--- src/sv/ablm_pkg.sv ---
// Shared types and constants for the audio block level meter.
`default_nettype none
package ablm_pkg;

    localparam int SAMPLE_W      = 16;
    localparam int LEVEL_W       = 16;
    localparam int TOTAL_W       = 64;
    localparam int WEIGHT_W      = 17;
    localparam int FRAC_W        = 16;
    localparam int SMOOTH_W      = 32;
    localparam int QUOT_W        = 31;
    localparam int ROOT_W        = 32;
    localparam int SQRT_STEPS    = 16;
    localparam int MAX_BLOCK_DEF = 4096;
    localparam int APB_DW        = 32;
    localparam int APB_AW        = 2;

    localparam logic [WEIGHT_W-1:0] WEIGHT_ONE   = 17'h10000;
    localparam logic [WEIGHT_W-1:0] WEIGHT_RESET = 17'd6554;
    localparam logic [ROOT_W-1:0]   ROOT_START   = 32'h4000_0000;
    localparam logic [APB_AW-1:0]   ADDR_WEIGHT  = 2'd0;

    typedef struct packed {
        logic acc_en;
        logic div_step;
        logic sqrt_init;
        logic sqrt_step;
        logic ema_mul;
        logic ema_upd;
        logic load_out;
    } t_cmd;

    typedef struct packed {
        logic close;
    } t_sts;

endpackage
`default_nettype wire

--- src/sv/ablm_ctrl.sv ---
// Sequencer for sample accumulation, divide, square root, average and output.
`default_nettype none
module ablm_ctrl #(
    parameter int MAX_BLOCK = ablm_pkg::MAX_BLOCK_DEF
) (
    input  wire logic          i_clk,
    input  wire logic          i_rst_n,
    input  wire logic          i_in_valid,
    input  wire logic          i_out_stall,
    input  wire ablm_pkg::t_sts i_sts,
    output ablm_pkg::t_cmd     o_cmd,
    output logic               o_in_stall,
    output logic               o_out_valid
);
    import ablm_pkg::*;

    localparam int CW   = $clog2(MAX_BLOCK + 1);
    localparam int SW   = 2 * SAMPLE_W - 2 + CW;
    localparam int CNTW = $clog2(SW);

    typedef enum logic [2:0] {
        S_ACC,
        S_DIV,
        S_SQI,
        S_SQRT,
        S_EMA1,
        S_EMA2,
        S_OUT
    } t_state;

    t_state            r_state, n_state;
    logic [CNTW-1:0]   r_cnt, n_cnt;
    logic              r_stall, n_stall;
    logic              r_out_valid, n_out_valid;
    logic              load;

    always_comb begin
        o_cmd     = '0;
        n_state   = r_state;
        n_cnt     = r_cnt;
        n_stall   = r_stall;
        load      = 1'b0;
        case (r_state)
            S_ACC: begin
                o_cmd.acc_en = i_in_valid;
                if (i_in_valid && i_sts.close) begin
                    n_state = S_DIV;
                    n_cnt   = '0;
                    n_stall = 1'b1;
                end
            end
            S_DIV: begin
                o_cmd.div_step = 1'b1;
                n_cnt = r_cnt + 1'b1;
                if (r_cnt == CNTW'(SW - 1)) begin
                    n_state = S_SQI;
                end
            end
            S_SQI: begin
                o_cmd.sqrt_init = 1'b1;
                n_cnt   = '0;
                n_state = S_SQRT;
            end
            S_SQRT: begin
                o_cmd.sqrt_step = 1'b1;
                n_cnt = r_cnt + 1'b1;
                if (r_cnt == CNTW'(SQRT_STEPS - 1)) begin
                    n_state = S_EMA1;
                end
            end
            S_EMA1: begin
                o_cmd.ema_mul = 1'b1;
                n_state = S_EMA2;
            end
            S_EMA2: begin
                o_cmd.ema_upd = 1'b1;
                n_state = S_OUT;
            end
            S_OUT: begin
                if (!r_out_valid || !i_out_stall) begin
                    load           = 1'b1;
                    o_cmd.load_out = 1'b1;
                    n_state        = S_ACC;
                    n_stall        = 1'b0;
                end
            end
            default: begin
                n_state = S_ACC;
                n_stall = 1'b0;
            end
        endcase
        if (load) begin
            n_out_valid = 1'b1;
        end else if (!i_out_stall) begin
            n_out_valid = 1'b0;
        end else begin
            n_out_valid = r_out_valid;
        end
    end

    always_ff @(posedge i_clk) begin
        if (!i_rst_n) begin
            r_state     <= S_ACC;
            r_cnt       <= '0;
            r_stall     <= 1'b0;
            r_out_valid <= 1'b0;
        end else begin
            r_state     <= n_state;
            r_cnt       <= n_cnt;
            r_stall     <= n_stall;
            r_out_valid <= n_out_valid;
        end
    end

    assign o_in_stall  = r_stall;
    assign o_out_valid = r_out_valid;

endmodule
`default_nettype wire

--- src/sv/ablm_dp.sv ---
// Datapath: block accumulators, shift-subtract divider, digit square root, moving average.
`default_nettype none
module ablm_dp #(
    parameter int MAX_BLOCK = ablm_pkg::MAX_BLOCK_DEF
) (
    input  wire logic                                   i_clk,
    input  wire logic                                   i_rst_n,
    input  wire ablm_pkg::t_cmd                         i_cmd,
    output ablm_pkg::t_sts                              o_sts,
    input  wire logic signed [ablm_pkg::SAMPLE_W-1:0]  i_sample,
    input  wire logic                                   i_last,
    input  wire logic [ablm_pkg::WEIGHT_W-1:0]         i_weight,
    output logic [ablm_pkg::LEVEL_W-1:0]               o_rms_level,
    output logic [ablm_pkg::LEVEL_W-1:0]               o_peak_level,
    output logic [ablm_pkg::LEVEL_W-1:0]               o_ema_level,
    output logic [ablm_pkg::TOTAL_W-1:0]               o_total_samples
);
    import ablm_pkg::*;

    localparam int CW  = $clog2(MAX_BLOCK + 1);
    localparam int SW  = 2 * SAMPLE_W - 2 + CW;
    localparam int SQW = 2 * SAMPLE_W;
    localparam int P1W = WEIGHT_W + LEVEL_W;
    localparam int P2W = WEIGHT_W + SMOOTH_W;

    logic [SW-1:0]       r_sum, n_sum;
    logic [CW-1:0]       r_cnt, n_cnt;
    logic [LEVEL_W-1:0]  r_peak, n_peak;
    logic [TOTAL_W-1:0]  r_total, n_total;
    logic [SMOOTH_W-1:0] r_smooth, n_smooth;

    logic [SW-1:0]       r_dvd;
    logic [CW-1:0]       r_dvs;
    logic [CW-1:0]       r_rem;
    logic [LEVEL_W-1:0]  r_peak_hold;
    logic [TOTAL_W-1:0]  r_total_hold;
    logic [QUOT_W-1:0]   r_v;
    logic [ROOT_W-1:0]   r_root;
    logic [ROOT_W-1:0]   r_bit;
    logic [P1W-1:0]      r_p1;
    logic [P2W-1:0]      r_p2;
    logic [LEVEL_W-1:0]  r_o_rms, r_o_peak, r_o_ema;
    logic [TOTAL_W-1:0]  r_o_total;

    logic [SAMPLE_W-1:0] raw;
    logic [LEVEL_W-1:0]  mag;
    logic [SQW-1:0]      sq;
    logic                close;
    logic [CW:0]         rem_sh, rem_diff;
    logic                div_ge;
    logic [ROOT_W-1:0]   sq_t, sq_diff;
    logic                sq_ge;
    logic [WEIGHT_W-1:0] wc;

    assign raw     = i_sample;
    assign mag     = raw[SAMPLE_W-1] ? LEVEL_W'(~raw + 1'b1) : LEVEL_W'(raw);
    assign sq      = SQW'(mag) * SQW'(mag);
    assign n_sum   = r_sum + SW'(sq);
    assign n_cnt   = r_cnt + 1'b1;
    assign n_peak  = (mag > r_peak) ? mag : r_peak;
    assign n_total = r_total + 1'b1;
    assign close   = i_last || (n_cnt == CW'(MAX_BLOCK));
    assign o_sts.close = close;

    assign rem_sh   = {r_rem, r_dvd[SW-1]};
    assign div_ge   = rem_sh >= {1'b0, r_dvs};
    assign rem_diff = rem_sh - {1'b0, r_dvs};

    assign sq_t    = r_root + r_bit;
    assign sq_ge   = ROOT_W'(r_v) >= sq_t;
    assign sq_diff = ROOT_W'(r_v) - sq_t;

    assign wc       = WEIGHT_ONE - i_weight;
    assign n_smooth = SMOOTH_W'(r_p1 + P1W'(r_p2[P2W-1:FRAC_W]));

    always_ff @(posedge i_clk) begin
        if (!i_rst_n) begin
            r_sum    <= '0;
            r_cnt    <= '0;
            r_peak   <= '0;
            r_total  <= '0;
            r_smooth <= '0;
        end else begin
            if (i_cmd.acc_en) begin
                r_total <= n_total;
                if (close) begin
                    r_sum  <= '0;
                    r_cnt  <= '0;
                    r_peak <= '0;
                end else begin
                    r_sum  <= n_sum;
                    r_cnt  <= n_cnt;
                    r_peak <= n_peak;
                end
            end
            if (i_cmd.ema_upd) begin
                r_smooth <= n_smooth;
            end
        end
    end

    always_ff @(posedge i_clk) begin
        if (i_cmd.acc_en && close) begin
            r_dvd        <= n_sum;
            r_dvs        <= n_cnt;
            r_rem        <= '0;
            r_peak_hold  <= n_peak;
            r_total_hold <= n_total;
        end
        if (i_cmd.div_step) begin
            r_dvd <= {r_dvd[SW-2:0], div_ge};
            r_rem <= div_ge ? rem_diff[CW-1:0] : rem_sh[CW-1:0];
        end
        if (i_cmd.sqrt_init) begin
            r_v    <= r_dvd[QUOT_W-1:0];
            r_root <= '0;
            r_bit  <= ROOT_START;
        end
        if (i_cmd.sqrt_step) begin
            if (sq_ge) begin
                r_v    <= sq_diff[QUOT_W-1:0];
                r_root <= (r_root >> 1) + r_bit;
            end else begin
                r_root <= r_root >> 1;
            end
            r_bit <= r_bit >> 2;
        end
        if (i_cmd.ema_mul) begin
            r_p1 <= P1W'(i_weight) * P1W'(r_root[LEVEL_W-1:0]);
            r_p2 <= P2W'(wc) * P2W'(r_smooth);
        end
        if (i_cmd.load_out) begin
            r_o_rms   <= r_root[LEVEL_W-1:0];
            r_o_peak  <= r_peak_hold;
            r_o_ema   <= r_smooth[SMOOTH_W-1:FRAC_W];
            r_o_total <= r_total_hold;
        end
    end

    assign o_rms_level     = r_o_rms;
    assign o_peak_level    = r_o_peak;
    assign o_ema_level     = r_o_ema;
    assign o_total_samples = r_o_total;

endmodule
`default_nettype wire

--- src/sv/audio_block_level_meter_top.sv ---
// Audio block level meter: block RMS, peak, smoothed RMS and sample total.
// Samples are taken one per cycle while a block is open.
// Closing a block runs the shift-subtract divider steps, a square root init and its steps,
// then the average multiply, the average update and the output load.
// Input is stalled during that back end; results leave through an output register.
// Synchronous active-low reset clears the accumulators, average and total and sets the weight to 6554.
`default_nettype none
module audio_block_level_meter_top #(
    parameter int MAX_BLOCK = ablm_pkg::MAX_BLOCK_DEF
) (
    input  wire logic                                   i_clk,
    input  wire logic                                   i_rst_n,
    input  wire logic                                   i_in_valid,
    output logic                                        o_in_stall,
    input  wire logic signed [ablm_pkg::SAMPLE_W-1:0]  i_sample,
    input  wire logic                                   i_last,
    output logic                                        o_out_valid,
    input  wire logic                                   i_out_stall,
    output logic [ablm_pkg::LEVEL_W-1:0]               o_rms_level,
    output logic [ablm_pkg::LEVEL_W-1:0]               o_peak_level,
    output logic [ablm_pkg::LEVEL_W-1:0]               o_ema_level,
    output logic [ablm_pkg::TOTAL_W-1:0]               o_total_samples,
    input  wire logic                                   psel,
    input  wire logic                                   penable,
    input  wire logic                                   pwrite,
    input  wire logic [ablm_pkg::APB_AW-1:0]           paddr,
    input  wire logic [ablm_pkg::APB_DW-1:0]           pwdata,
    output logic [ablm_pkg::APB_DW-1:0]                prdata,
    output logic                                        pready
);
    import ablm_pkg::*;

    t_cmd                cmd;
    t_sts                sts;
    logic [WEIGHT_W-1:0] r_weight, n_weight;
    logic [WEIGHT_W-1:0] wr_val;

    assign pready = 1'b1;
    assign wr_val = pwdata[WEIGHT_W-1:0];

    always_comb begin
        n_weight = r_weight;
        if (psel && penable && pwrite && paddr == ADDR_WEIGHT) begin
            n_weight = (wr_val > WEIGHT_ONE) ? WEIGHT_ONE : wr_val;
        end
    end

    always_ff @(posedge i_clk) begin
        if (!i_rst_n) begin
            r_weight <= WEIGHT_RESET;
        end else begin
            r_weight <= n_weight;
        end
    end

    assign prdata = (paddr == ADDR_WEIGHT) ? APB_DW'(r_weight) : '0;

    ablm_ctrl #(
        .MAX_BLOCK(MAX_BLOCK)
    ) u_ctrl (
        .i_clk       (i_clk),
        .i_rst_n     (i_rst_n),
        .i_in_valid  (i_in_valid),
        .i_out_stall (i_out_stall),
        .i_sts       (sts),
        .o_cmd       (cmd),
        .o_in_stall  (o_in_stall),
        .o_out_valid (o_out_valid)
    );

    ablm_dp #(
        .MAX_BLOCK(MAX_BLOCK)
    ) u_dp (
        .i_clk           (i_clk),
        .i_rst_n         (i_rst_n),
        .i_cmd           (cmd),
        .o_sts           (sts),
        .i_sample        (i_sample),
        .i_last          (i_last),
        .i_weight        (r_weight),
        .o_rms_level     (o_rms_level),
        .o_peak_level    (o_peak_level),
        .o_ema_level     (o_ema_level),
        .o_total_samples (o_total_samples)
    );

endmodule
`default_nettype wire

--- config.mk ---
export PLATFORM = sky130hd
export DESIGN_NAME = audio_block_level_meter_top
export DESIGN_NICKNAME = d
export VERILOG_FILES = /design/src/sv/ablm_pkg.sv /design/src/sv/ablm_ctrl.sv /design/src/sv/ablm_dp.sv /design/src/sv/audio_block_level_meter_top.sv
export SDC_FILE = /design/constraint.sdc
export NUM_CORES = 2
export LEC_CHECK = 0
export BUFFER_PORTS_ARGS = -buffer_cell sky130_fd_sc_hd__buf_4
export CAP_MARGIN = 25
export CORE_ASPECT_RATIO = 0.5
export CORE_UTILIZATION = 61
export DETAILED_ROUTE_END_ITERATION = 8
export PLACE_DENSITY = 0.79
export SYNTH_ARGS = -nofsm -noshare
export SYNTH_HDL_FRONTEND = slang
export SYNTH_SLANG_ARGS = --single-unit
--- constraint.sdc ---
create_clock -name i_clk -period 25.4 [get_ports i_clk]
set_clock_uncertainty 0.15 [all_clocks]
set_input_delay 1.27 -clock i_clk [delete_from_list [all_inputs] [get_ports i_clk]]
set_output_delay 1.27 -clock i_clk [all_outputs]
set_load 0.02 [all_outputs]
-- Word level (Yosys, flattened, before mapping)
Cells that the tools add are included.
- bits in registers: 616
- input bits: 58
- word-level logic and storage cells: 118
- $add $sub $neg: 11
- $mul: 3
- magnitude comparators: 4
- equal/unequal tests: 14
- muxes and demuxes: 40
- bitwise operators: 2
- reductions and logical operators: 19
- operators by type and width (operator ; count):
    $mux W43 ; 3
    $mux W32 ; 3
    $mux W31 ; 3
    $add A64 B1 Y64 const B ; 1
    $mux W29 ; 2
    $mux W13 ; 4
    $mul A17 B32 Y48 ; 1
    $mux W16 ; 3
    $add A43 B32 Y43 ; 1
    $mux W17 ; 2
    $add A31 B31 Y32 ; 1
    $add A32 B31 Y32 ; 1
    $add A32 B32 Y32 ; 1
    $ge A31 B32 Y1 ; 1
    $mul A16 B16 Y32 ; 1
    $mul A17 B16 Y32 ; 1
    $sub A31 B31 Y31 ; 1
    $pmux W3 S7 ; 1
    $pmux W6 S3 ; 1
    $gt A17 B17 Y1 const B ; 1
    $sub A17 B17 Y17 const A ; 1
    $add A16 B1 Y16 const B ; 1
    $gt A16 B16 Y1 ; 1
    $not A16 Y16 ; 1
    other kinds (28) ; 56

-- Longest topological paths before layout
- depth after elaboration: 7
- gate-level depth with buffers: 31

-- By module
From an unflattened synthesis, not the netlist that was laid out.
- cells, all modules: 6704
- area total of the unflattened synthesis: 63310.7 µm²
- modules (own cells, without submodules) (module ; instances ; cells each ; area each (µm²) ; seq. area each (µm²)):
    ablm_dp ; 1 ; 6498 ; 61556.5 ; 15174.6
    audio_block_level_meter_top ; 1 ; 125 ; 1072.3 ; 340.3
    ablm_ctrl ; 1 ; 81 ; 681.9 ; 220.2

-- Worst setup path after synthesis
No wires, ideal clock.
- path kind: input port to flip-flop
- start: input port i_out_stall
- end: register u_dp.r_o_ema[0] (netlist: u_dp.o_ema_level[0]), enable pin
- setup time: 0.744 ns
- data arrival time: 9.566 ns
- data required time: 24.506 ns
- setup slack: 14.940 ns
- stages on the path: 2
- buffers on the path: 0
- cells stage by stage: nand2_1 -> nor3b_1
- RTL lines (element ; RTL line ; text):
    start, declared ; audio_block_level_meter_top.sv:18 ; input wire logic i_out_stall,
    end signal, assigned ; ablm_dp.sv:135 ; r_o_ema <= r_smooth[SMOOTH_W-1:FRAC_W];
    end, declared ; ablm_dp.sv:42 ; logic [LEVEL_W-1:0] r_o_rms, r_o_peak, r_o_ema;

-- Worst setup path after layout
- start: input port i_sample[0] (netlist name)
- end: register u_dp.r_dvd[40] (data pin)
- cells in the longest elaborated chain, start to end: 7
- RTL lines (element ; RTL line ; text):
    start, declared ; audio_block_level_meter_top.sv:15 ; input wire logic signed [ablm_pkg::SAMPLE_W-1:0] i_sample,
    $not A16 Y16 ; ablm_dp.sv:56 ; assign mag = raw[SAMPLE_W-1] ? LEVEL_W'(~raw + 1'b1) : LEVEL_W'(raw);
    $add A16 B1 Y16 ; ablm_dp.sv:56 ;
    $mux W16 * ; ablm_dp.sv:56 ;
    $mul A16 B16 Y32 * ; ablm_dp.sv:57 ; assign sq = SQW'(mag) * SQW'(mag);
    $add A43 B32 Y43 * ; ablm_dp.sv:58 ; assign n_sum = r_sum + SW'(sq);
    $mux W43 * ; ablm_dp.sv:103 ; if (i_cmd.acc_en && close) begin
    $mux W43 * ; ablm_dp.sv:110 ; if (i_cmd.div_step) begin
    end signal, assigned ; ablm_dp.sv:104 ; r_dvd <= n_sum;
    end signal, assigned ; ablm_dp.sv:111 ; r_dvd <= {r_dvd[SW-2:0], div_ge};
    end, declared ; ablm_dp.sv:32 ; logic [SW-1:0] r_dvd;
Every way passes the cells marked *; elsewhere a longest branch is shown, timed or not. The select of a mux whose other input is x is not followed.
A chain may end at the register's enable or synchronous reset.

==> results.yml <==
outcome:
  status: "completed"
sta:
  setup_violations: 0
  hold_viol_final: 0
  fmax_mhz: 103
  tightest_slew_ns: 1.12
  rsz0062_at_grt: "no"
  post-route-period-util_pct: 38.2
  timing.slew.headroom_pct: 25.1
  period_minus_slack_ns: 9.70
  drv_slew: 0
  finalSetupTns_ns: 0
synth:
  syn_inst: 6808
  yosysUniqueCellTypes: 84
  syn_area_um2: 63400
  ys_ff_latch: 600
  async_flop_share_pct: 0
  synth-main-ff-cell: "edfxtp_1"
  synth_edf_count: 372
  avgSynthCellArea_um2: 9.32
  ys_warn_count: 0
  synth_seq_area_share_pct: 24.8
clock_tree:
  cts_tree: "yes"
  clkLatencyLatePin_ns: 0.70
  post_cts_buffers: 0
  clk_pin_slew_ns: 0.07
  holdBufCountCts: 0
  htree_levels: 2
  cts_made_buffers: 59
  clock_path_buffers: 3
  root_buffer: "clkbuf_16"
  ctsResizeCount: 0
  cts.sinks: 600
global_route:
  grt_pass1_wl_um: 244000
  grt_overflow: 0
  antenna_found_initial: 3
  grt_max_degree: 72
  grt_pass1_vias: 47689
  track_usage_pct: 28.6
layout:
  final_cell_mix: "inv_1, nand2_1, fa_1, ha_1, edfxtp_1"
  nets: 8196
  final_common_cell: "inv_1"
  final_layout_size_suffix_gt1_share_pct: 6.28
  design_area_um2: 68200
  fin_util_pct: 66.3
  synthToLayoutAreaGrowth_pct: 7.51
  num_antenna_cells: 0
detailed_routing:
  wl_um: 147000
  drc_errors: 0
  via_per_inst: 5.69
  dr.pass1.iters: 6
  vias: 46892
  routedWlPerCell_um: 17.9
  drt-initial-drc-count: 3513
  ant_nets: 0
worst_setup_path:
  critPathMaxStageDelay_ns: 0.58
  crit_path_frequent_cell: "fa_1"
  critPathBufInv: 8
  path_class: "in -> reg"
  crit_family: "adder cells"
  rrSetupSlack_ns: 16.09
  cp.arrival_ns: 9.92
  crit_path_top_delay_cell: "o31ai_1"
  cp_max_fo: 16
  worstSetupStartpointType: "input pin"
  crit_required_ns: 25.62
  cp-end-kind: "flop"
die:
  die_x_um: 458
  start_util_pct: 61.7
  pin_count: 205
  dieArea_um2: 105000
  core-area_um2: 103000
  num_rows: 83
  die_y_um: 230
hold_path:
  hold_path.class: "reg -> reg"
placement:
  placed_cell_area_um2: 66100
  finalWeightedCongestion: 0.925
  port_buffers: 173
  hpwl_um: 108000
power:
  p_leak_nw: 31.6
  powerDensity_nw_per_um2: 107
  ir_worst_vdd_mv: 0.261
run:
  max_cap_viol_count: 0
where the power goes:
group          leakage, nW  internal [mW]  total (mW)  switching [mW]
clock network        0.992          0.520       0.927           0.407
logic                 25.3           2.02        4.97            2.96
registers             5.29           1.32        1.40          0.0759
total                 31.6           3.86        7.30            3.44
metal layers:
layer / GRT usage [%] / part of all wire [%] / vias up
met5: 0 / 0.0095 / -
met4: 7.70 / 2.8 / 2
met3: 4.08 / 7.7 / 293
met2: 48.0 / 47 / 1734
met1: 39.1 / 42 / 23191
li1: - / - / 21672
path summary, 6_finish.rpt:
path | from | to | cells past startpoint
setup reg to reg | r_weight[2] | u_dp.r_p2[36] | 26
setup / recovery | i_sample[0] | u_dp.r_dvd[40] | 29
hold / removal | u_dp.r_total_hold[3] | u_dp.o_total_samples[3] | 0
hold reg to reg | u_dp.r_total_hold[3] | u_dp.o_total_samples[3] | 0
cell families (layout without fill, tap and decap cells):
kind of cell,Yosys count,after routing,share of synthesized area [%]
and+or+nand+nor,2078,2078,15.0
buffers and inverters,1532,1581,9.21
adders and majority gates,1306,1306,35.8
AOI/OAI and AO/OA,805,805,8.21
DFF,600,600,24.8
xor gates and xnor gates,358,358,4.94
muxes,127,127,2.03
other,2,27,0.0118
cell usage after synthesis, drive strengths merged (149+ instances only):
cell / count / area (um^2)
dfxtp: 228 / 4560
o21ai: 186 / 935
and2: 272 / 1700
edfxtp: 372 / 11200
nor2: 297 / 1110
a21oi: 213 / 1090
clkbuf: 277 / 1040
xnor2: 209 / 1830
ha: 455 / 5690
xor2: 149 / 1310
fa: 851 / 17000
inv: 1202 / 4510
nand2: 1050 / 3940
flip-flops by register name, indices dropped and copies added (netlist names), 17 cells and up:
| register | count |
|---|---|
| u_dp.r_sum | 43 |
| u_dp.r_total | 64 |
| u_dp.r_total_hold | 64 |
| u_dp.r_dvd | 43 |
| r_weight | 17 |
| u_dp.o_total_samples | 64 |
| u_dp.r_v | 31 |
| u_dp.r_smooth | 32 |
| u_dp.r_p1 | 32 |
| u_dp.r_p2 | 32 |
| u_dp.r_root | 32 |
per-stage QoR:
| stage | hold slack [ns] | total power, mW | worst slack, ns | std cells |
|---|---|---|---|---|
| finish | 0.214 | 7.30 | 15.70 | 8242 |
| global route | 0.225 | 8.02 | 15.30 | 8242 |
| detailed placement | 0.255 | 6.25 | 15.22 | 8129 |
| floorplan | 0.250 | 5.25 | 14.94 | 6833 |
| global placement | 0.252 | 6.17 | 15.07 | 8127 |
| CTS | 0.208 | 7.26 | 15.83 | 8240 |
layout make-up:
cell class                 instances  area (um^2)
tap                             1360         1700
clock inverter                    34          442
multi-input combinational       4701        42200
fill                            7990        34600
inverter                        1206         4530
sequential                       600        15700
clock buffer                      77         1590
timing repair buffer             264         2020
Power figures use the tool's default switching activity.
